File: config.mk
export PLATFORM = sky130hd
export DESIGN_NAME = ascii_decimal_param_frame_parser
export DESIGN_NICKNAME = d
export VERILOG_FILES = /design/src/rtl/adpfp_pkg.sv /design/src/rtl/adpfp_field_acc.sv /design/src/rtl/ascii_decimal_param_frame_parser.sv
export SDC_FILE = /design/constraint.sdc
export NUM_CORES = 1
export LEC_CHECK = 0
export BUFFER_PORTS_ARGS = -buffer_cell sky130_fd_sc_hd__buf_2
export CORE_ASPECT_RATIO = 0.5
export CORE_MARGIN = 10
export CORE_UTILIZATION = 40
export CTS_CLUSTER_DIAMETER = 30
export DETAILED_ROUTE_END_ITERATION = 10
export GPL_ROUTABILITY_DRIVEN = 0
export PLACE_DENSITY = 0.64
export SYNTH_ARGS = -nofsm -noshare
export SYNTH_HDL_FRONTEND = slang
export SYNTH_SLANG_ARGS = --single-unit
File: constraint.sdc
create_clock -name clock -period 4.8 [get_ports clock]
set_clock_uncertainty 0.15 [all_clocks]
set_input_delay 0.24 -clock clock [delete_from_list [all_inputs] [get_ports clock]]
set_output_delay 0.24 -clock clock [all_outputs]
set_load 0.02 [all_outputs]
File: src/rtl/adpfp_pkg.sv
// ----------------------------------------------------------------------------
// adpfp_pkg: shared constants and types
// Byte codes, request kinds and lane control for the decimal parameter parser.
// ----------------------------------------------------------------------------
package adpfp_pkg;

   // request kinds
   localparam logic KIND_BYTE = 1'b0;
   localparam logic KIND_READ = 1'b1;

   // framing characters
   localparam logic [7:0] CH_START   = 8'h2A;  // '*'
   localparam logic [7:0] CH_END     = 8'h23;  // '#'
   localparam logic [7:0] CH_SEP     = 8'h2D;  // '-'
   localparam logic [7:0] DIGIT_BASE = 8'h30;  // '0'

   localparam int unsigned SCALE_TEN = 10;

   // result value ports
   localparam int unsigned VALUE_W    = 16;
   localparam int unsigned NUM_VALUES = 5;

   // parameter defaults
   localparam int unsigned NUM_FIELDS_DEF  = 5;
   localparam int unsigned FIELD_WIDTH_DEF = 16;

   typedef struct packed {
      logic take_digit;  // a digit byte inside a frame
      logic scale_ten;   // multiply the running value by ten first
      logic clear_all;   // read request: clear every accumulator
   } lane_ctrl_type;

endpackage

File: src/rtl/adpfp_field_acc.sv
// ----------------------------------------------------------------------------
// adpfp_field_acc: one parameter accumulator
// Folds a decimal digit into the running value (acc*scale + digit) and
// clears on a read.
// ----------------------------------------------------------------------------
module adpfp_field_acc #(
   parameter int unsigned FIELD_WIDTH = adpfp_pkg::FIELD_WIDTH_DEF,
   parameter int unsigned IDX_W       = 3,
   parameter int unsigned LANE_ID     = 0
) (
   input  logic                      clock,
   input  logic                      reset,
   input  adpfp_pkg::lane_ctrl_type  ctrl,
   input  logic [IDX_W-1:0]          field_index,
   input  logic [7:0]                rx_byte,
   output logic [FIELD_WIDTH-1:0]    acc_cur,
   output logic [FIELD_WIDTH-1:0]    acc_next
);
   import adpfp_pkg::*;

   logic [FIELD_WIDTH-1:0] acc_ff;
   logic [FIELD_WIDTH-1:0] acc_in;
   logic [FIELD_WIDTH-1:0] digit;
   logic [FIELD_WIDTH-1:0] scaled;
   logic                   sel;

   // non-digit bytes wrap like any other digit value
   assign digit  = FIELD_WIDTH'(rx_byte) - FIELD_WIDTH'(DIGIT_BASE);
   assign scaled = ctrl.scale_ten ? FIELD_WIDTH'(acc_ff * FIELD_WIDTH'(SCALE_TEN)) : acc_ff;
   assign sel    = (field_index == IDX_W'(LANE_ID));

   always_comb begin
      acc_in = acc_ff;
      if (ctrl.clear_all) begin
         acc_in = '0;
      end else if (ctrl.take_digit && sel) begin
         acc_in = scaled + digit;
      end
   end

   always_ff @(posedge clock) begin
      if (reset) begin
         acc_ff <= '0;
      end else begin
         acc_ff <= acc_in;
      end
   end

   assign acc_cur  = acc_ff;
   assign acc_next = acc_in;

endmodule

File: src/rtl/ascii_decimal_param_frame_parser.sv
// ----------------------------------------------------------------------------
// ascii_decimal_param_frame_parser: ASCII decimal parameter frame parser
// Parses '*' d..d - d..d ... '#' frames of decimal parameters from UART bytes.
// ----------------------------------------------------------------------------
// Usage:
//   The req_ channel carries one request: a received byte (req_kind = 0,
//   req_rx_byte) or a read of all parameters (req_kind = 1). Each request
//   gives exactly one result on the rsp_ channel: rsp_frame_done is set
//   when the byte closed a frame, and rsp_value_a..e hold the parameters,
//   after the byte's update, or for a read the values before the clear.
//   Results are registered: a request accepted at an edge has its result
//   valid right after that edge. One request per cycle unless stalled; the
//   frame state and accumulators update in a single pass at acceptance,
//   bounded by one multiply-by-ten and add on a FIELD_WIDTH accumulator.
//   The result register accepts a new request in the same cycle its
//   result is taken; while rsp_ready is low and a result is held,
//   req_ready drops and nothing is lost.
//   Reset leaves the frame, zeroes the field index, scale and all
//   accumulators, and empties the result register.
// ----------------------------------------------------------------------------
module ascii_decimal_param_frame_parser #(
   parameter int unsigned NUM_FIELDS  = adpfp_pkg::NUM_FIELDS_DEF,
   parameter int unsigned FIELD_WIDTH = adpfp_pkg::FIELD_WIDTH_DEF
) (
   input  logic                            clock,
   input  logic                            reset,
   input  logic                            req_valid,
   output logic                            req_ready,
   input  logic                            req_kind,
   input  logic [7:0]                      req_rx_byte,
   output logic                            rsp_valid,
   input  logic                            rsp_ready,
   output logic                            rsp_frame_done,
   output logic [adpfp_pkg::VALUE_W-1:0]   rsp_value_a,
   output logic [adpfp_pkg::VALUE_W-1:0]   rsp_value_b,
   output logic [adpfp_pkg::VALUE_W-1:0]   rsp_value_c,
   output logic [adpfp_pkg::VALUE_W-1:0]   rsp_value_d,
   output logic [adpfp_pkg::VALUE_W-1:0]   rsp_value_e
);
   import adpfp_pkg::*;

   localparam int unsigned IDX_W = $clog2(NUM_FIELDS + 1);

   logic               accept;
   logic               in_frame_ff, in_frame_in;
   logic [IDX_W-1:0]   field_index_ff, field_index_in;
   logic               scale_ten_ff, scale_ten_in;
   logic               done;
   lane_ctrl_type      ctrl;

   logic [FIELD_WIDTH-1:0] acc_cur  [NUM_FIELDS];
   logic [FIELD_WIDTH-1:0] acc_next [NUM_FIELDS];
   logic [VALUE_W-1:0]     value    [NUM_VALUES];

   logic               rsp_valid_ff;
   logic               frame_done_ff;
   logic [VALUE_W-1:0] value_ff [NUM_VALUES];

   assign req_ready = !rsp_valid_ff || rsp_ready;
   assign accept    = req_valid && req_ready;

   // frame tracking
   always_comb begin
      in_frame_in     = in_frame_ff;
      field_index_in  = field_index_ff;
      scale_ten_in    = scale_ten_ff;
      done            = 1'b0;
      ctrl.take_digit = 1'b0;
      ctrl.scale_ten  = scale_ten_ff;
      ctrl.clear_all  = accept && (req_kind == KIND_READ);
      if (accept && (req_kind == KIND_BYTE)) begin
         if (!in_frame_ff) begin
            if (req_rx_byte == CH_START) begin
               in_frame_in = 1'b1;
            end
         end else if (req_rx_byte == CH_END || req_rx_byte == CH_START) begin
            in_frame_in    = 1'b0;
            field_index_in = '0;
            scale_ten_in   = 1'b0;
            done           = (req_rx_byte == CH_END);
         end else if (req_rx_byte == CH_SEP) begin
            // index saturates at NUM_FIELDS; later digits hit no lane
            if (field_index_ff < IDX_W'(NUM_FIELDS)) begin
               field_index_in = field_index_ff + 1'b1;
            end
            scale_ten_in = 1'b0;
         end else begin
            ctrl.take_digit = 1'b1;
            scale_ten_in    = 1'b1;
         end
      end
   end

   always_ff @(posedge clock) begin
      if (reset) begin
         in_frame_ff    <= 1'b0;
         field_index_ff <= '0;
         scale_ten_ff   <= 1'b0;
      end else begin
         in_frame_ff    <= in_frame_in;
         field_index_ff <= field_index_in;
         scale_ten_ff   <= scale_ten_in;
      end
   end

   for (genvar i = 0; i < NUM_FIELDS; i++) begin : g_lane
      adpfp_field_acc #(
         .FIELD_WIDTH (FIELD_WIDTH),
         .IDX_W       (IDX_W),
         .LANE_ID     (i)
      ) u_acc (
         .clock       (clock),
         .reset       (reset),
         .ctrl        (ctrl),
         .field_index (field_index_ff),
         .rx_byte     (req_rx_byte),
         .acc_cur     (acc_cur[i]),
         .acc_next    (acc_next[i])
      );
   end

   // a read reports the values before its clear
   for (genvar i = 0; i < NUM_VALUES; i++) begin : g_value
      if (i < NUM_FIELDS) begin : g_used
         assign value[i] = (req_kind == KIND_READ) ? VALUE_W'(acc_cur[i])
                                                   : VALUE_W'(acc_next[i]);
      end else begin : g_absent
         assign value[i] = '0;
      end
   end

   always_ff @(posedge clock) begin
      if (reset) begin
         rsp_valid_ff <= 1'b0;
      end else if (req_ready) begin
         rsp_valid_ff <= accept;
      end
   end

   always_ff @(posedge clock) begin
      if (accept) begin
         frame_done_ff <= done;
         value_ff      <= value;
      end
   end

   assign rsp_valid      = rsp_valid_ff;
   assign rsp_frame_done = frame_done_ff;
   assign rsp_value_a    = value_ff[0];
   assign rsp_value_b    = value_ff[1];
   assign rsp_value_c    = value_ff[2];
   assign rsp_value_d    = value_ff[3];
   assign rsp_value_e    = value_ff[4];

endmodule

### After elaboration in Yosys (flattened, before gate mapping)

Cells that the tools add are included.

| cells by class | value |
|---|---|
| bitwise operators | 1 |
| add/sub/neg operators | 7 |
| reduce and logical (&&, ||, !) cells | 17 |
| order comparisons | 1 |
| divide/modulo/power cells | 0 |
| multipliers | 5 |
| equal/unequal tests | 7 |
| mux-type cells | 30 |
| shifts and indexed selects | 0 |

Operators by type and width:

| kind | count |
|---|---|
| $mux W16 | 20 |
| $add A16 B16 Y16 | 5 |
| $mul A16 B3 Y15 const B | 5 |
| $eq A8 B6 Y1 const B | 3 |
| $mux W3 | 3 |
| $sub A8 B6 Y9 const B | 1 |
| $logic_and A1 B1 Y1 | 8 |
| $mux W1 | 7 |
| $eq A3 B2 Y1 const B | 2 |
| $reduce_and A4 Y1 | 1 |
| $reduce_bool A2 Y1 | 2 |
| $add A3 B1 Y3 const B | 1 |
| $eq A3 B1 Y1 const B | 1 |
| $eq A3 B3 Y1 const B | 1 |
| $logic_not A3 Y1 | 1 |
| $lt A3 B3 Y1 const B | 1 |
| $reduce_and A3 Y1 | 1 |
| $logic_or A1 B1 Y1 | 2 |
| $reduce_and A2 Y1 | 1 |
| $logic_not A1 Y1 | 1 |
| $not A1 Y1 | 1 |

| storage, ports and cells | value |
|---|---|
| output and inout port bits | 83 |
| ROM bits | 0 |
| memories kept | 0 |
| RAM bits | 0 |
| register bits | 167 |
| bits in latches | 0 |
| input port bits | 13 |

### Longest topological paths before layout

| depth | value |
|---|---|
| depth in word-level cells | 9 |
| mapped depth | 20 |
| mapped depth without buffers | 20 |

### By module

From an unflattened synthesis, not the netlist that was laid out.

| second synthesis, totals | value |
|---|---|
| cell total of the unflattened synthesis | 1639 |
| area total of the unflattened synthesis | 15050.7 sq um |

Modules (own cells, without submodules):

| module | area each (sq um) | times used | sequential area each (sq um) | cells an instance |
|---|---|---|---|---|
| adpfp_field_acc (g_lane[1].u_acc ...) | 2228.4 | 2 | 320.3 | 280 |
| ascii_decimal_param_frame_parser | 3791.1 | 1 | 2552.4 | 219 |
| adpfp_field_acc (g_lane[4].u_acc) | 2322.2 | 1 | 320.3 | 297 |
| adpfp_field_acc (g_lane[3].u_acc) | 2242.2 | 1 | 320.3 | 280 |
| adpfp_field_acc (g_lane[0].u_acc) | 2238.4 | 1 | 320.3 | 283 |

### Worst setup path after synthesis

Ideal clock, no wire load.

| path | value |
|---|---|
| path kind | reg2reg |
| start point | register g_lane[3].u_acc.acc_ff[1] |
| end point | register value_ff (netlist bit rsp_value_d[15]) (data pin) |
| data required time | 4.388 ns |
| stages on the path, launching flop included | 21 |
| path slack | 0.234 ns |
| arrival | 4.154 ns |
| path through | dfxtp_1 ha_1 ha_1 fa_1 a21o_1 a21oi_1 o21bai_1 a21oi_1 o21bai_1 a21oi_1 xnor2_1 mux2_2 ha_1 a22oi_1 nand2_1 a2111oi_0 o31ai_1 xnor2_1 nor3b_1 a21oi_1 nand3_1 |

RTL lines:

| element | RTL line | RTL |
|---|---|---|
| start, declared | adpfp_field_acc.sv:21 | `logic [FIELD_WIDTH-1:0] acc_ff;` |
| start signal, assigned | adpfp_field_acc.sv:45 | `acc_ff <= acc_in;` |
| end signal, assigned | ascii_decimal_param_frame_parser.sv:143 | `value_ff <= value;` |
| end, declared | ascii_decimal_param_frame_parser.sv:57 | `logic [VALUE_W-1:0] value_ff [NUM_VALUES];` |

==> metrics.cfg <==
[clock_network]
clock_latency_ns=0.45
cts_made_buffers=17
clk_pin_slew_ns=0.07
clock_path_buffers=2
cts_sinks=167
htree_levels=4
cts_tree=yes
cts-root-buf=clkbuf_16

[timing]
relSlewSlack_pct=35.8
slew_violations=0
hold_viol_final=0
tightestPinTransition_ns=0.961
post-route-min-period_ns=4.61
fin_crit_sh_pct=96.1
setup_ws_ns=0.189
max_freq_mhz=217
setup_violations=0

[layout]
fillers=3174
multi_input_area_um2=9150
area_growth_pct=13.4
final_cell_count_no_fill=2027
seqCellArea_um2=4160
nets=1793
drive_above_1_share_pct=16.3
final_core_util_pct=46.3
n_antenna_cell=0

[critical_path]
end_kind=flip-flop
path_cells=ha_1 > ha_1 > fa_1 > a21o_1 > a21oi_1 > o21bai_1 > a21oi_2 > o21bai_1 > a21oi_1 > xnor2_1 > mux2_2 > ha_1 > a21o_1 > a21o_1 > nor3_1 > mux2i_1 > a31o_2 > a32oi_1 > nand2_1
critPathMaxStageDelay_ns=0.42
crit_slowest_cell=dfxtp_1
path_max_fanout=7
worstSetupStartpointType=flip-flop
path_class=flip-flop to flip-flop
arrival_ns=4.67
critPathRequiredTime_ns=4.86

[logic_synthesis]
synth_area_leaders=ha_1, edfxtp_1, dfxtp_1
yosys-top-cells-count=ha_1, nand2_1, a21oi_1
yosysMostFrequentCell=ha_1
syn_nets=1691
async_reset_ff_share_pct=0
synth_xor_area_share_pct=6.56
netlist.area_leader.share_pct=18.2
syn_avg_cell_area_um2=9.22
synth_fa_ha_area_share_pct=19.7
synth.yosys.warnings=0
synth-seq-cells=167
yosys.area_share.simple_pct=16.1
synthDistinctLibCells=69
synth_top_cell_by_area=ha_1
synth_flop_cell=dfxtp_1
synth.area.mux_share_pct=6.31
synthesis.instances=1471
syn_area_um2=13600
synth_compound_area_share_pct=17.9
seq_area_frac_synth_pct=30.6
synth_top_family_by_area=adder cells
synth_edf_count=81

[run_status]
status=finished, final reports clean

[global_routing]
grt_remaining_overflow=0
grt_first_pass_wirelength_um=54900
grt_pass1_vias=10400
grt_usage_pct=16.2
antenna_found_initial=0
grt_start_max_net_pins=46

[floorplan]
num_rows=47
die_h_um=150
num_io_pins=96
dieArea_um2=42100
die_w_um=280
core_um2=33200
initial_utilization_pct=40.8

[power]
internal-power_mw=2.46
p_leak_nw=7.24
p_switching_mw=0.849
p_seq_share_pct=46.3
comb_power_share_pct=9.2
pwr-share-clk_pct=44.4
peakVddDrop_mv=0.183
power_density_nw_per_um2=215
swShare_pct=25.7

[routing]
drt_iter0_markers=566
routed_via_density=5.38
ant_nets=0
via_count=10900
drt_drc_violations_left=0
first_pass_iters=5
routed_wl_um=34300
wl_per_cell_um=16.9

[worst_hold_path]
worstHoldPathType=primary input to flip-flop

[placed_design]
dpl.cell_count=1990
place_ws_ns=-0.00197
portBuffers=95
hpwl_um=25300

[run]
maxCapViolations=0

[final timing paths]
check,start,to,slack [ns],cells after the start
hold reg to reg,g_lane[2].u_acc.acc_cur[13],g_lane[2].u_acc.acc_cur[13],0.35,2
setup reg to reg,g_lane[2].u_acc.acc_cur[3],rsp_value_c[15],0.19,19
hold / removal,req_kind,in_frame_ff,0.07,5
setup / recovery,g_lane[2].u_acc.acc_cur[3],rsp_value_c[15],0.19,19
[metrics by stage]
step | hold slack (ns) | area [um2] | power, mW | setup TNS, ns
3_5_place_dp | 0.342 | 14600 | 1.87 | -0.00197
4_1_cts | 0.0506 | 15300 | 3.33 | 0
6_report | 0.0664 | 15400 | 3.31 | 0
2_1_floorplan | 0.219 | 13600 | 1.75 | 0
3_3_place_gp | 0.343 | 14600 | 1.87 | 0
5_1_grt | 0.120 | 15400 | 3.41 | -0.0308
[sequential cells by signal, indices dropped and copies added (netlist names), 3 cells and up]
| signal | cells |
|---|---|
| rsp_value_c | 16 |
| rsp_value_b | 16 |
| field_index_ff | 3 |
| g_lane.u_acc.acc_cur | 80 |
| rsp_value_e | 16 |
| rsp_value_d | 16 |
| rsp_value_a | 16 |
[logic make-up after synthesis]
kind of cell,count (synthesis)
adders and majority gates,207
DFF,167
buffers and inverters,93
and+or+nand+nor,448
muxes,77
xor gates and xnor gates,100
AOI/OAI and AO/OA,379
[what timing repair did]
item                       in CTS  in global routing
gates resized for setup         2                 26
hold buffers                    3                  0
hold endpoints to repair        6                  0
setup endpoints to repair       1                 10
buffers inserted                0                  2
pin swaps                       1                  7
[critical path, delay by kind of cell (launching register included)]
family	cells	cell delay, ns
XOR/XNOR	1	0.09
multiplexers	2	0.38
adder cells (fa/ha/maj)	4	1.28
flip-flops	1	0.42
AO/OA/AOI/OAI	10	1.84
AND/OR/NAND/NOR	2	0.20
[final cells by class]
type,count,share of cell area [%]
Multi-Input combinational cell,1211,59.5
Clock inverter,13,1.11
Inverter,52,1.27
Sequential cell,167,27.1
Clock buffer,19,2.88
Tap cell,441,3.59
Timing Repair Buffer,124,4.56
[power by group through the flow]
stage	Combinational [mW]	Clock, mW	Sequential, mW
finish	0.306	1.47	1.53
global route	0.333	1.55	1.53
CTS	0.306	1.50	1.53
detailed placement	0.304	0	1.56
global placement	0.300	0	1.56
floorplan	0.144	0	1.61
[per-layer routing]
layer,track usage [%],routed length (um),vias to the layer above
li1,-,-,5608
met1,21.1,16700,5103
met2,27.3,15800,164
met3,2.86,1200,29
met4,4.55,592,0
met5,0,0,-
[layout by cell type, fill, tap and decap left out, types with 34 or more instances in the layout]
master and instances:
nor3_1 36, edfxtp_1 81, nand2_1 153, a21oi_1 95, nor2_1 77, dfxtp_1 81
inv_1 50, xnor2_1 70, a21o_1 34, o21ai_0 86, buf_2 95, mux2_2 56
and2_1 58, ha_1 196
Note: power is estimated with default switching activity, not from simulation.
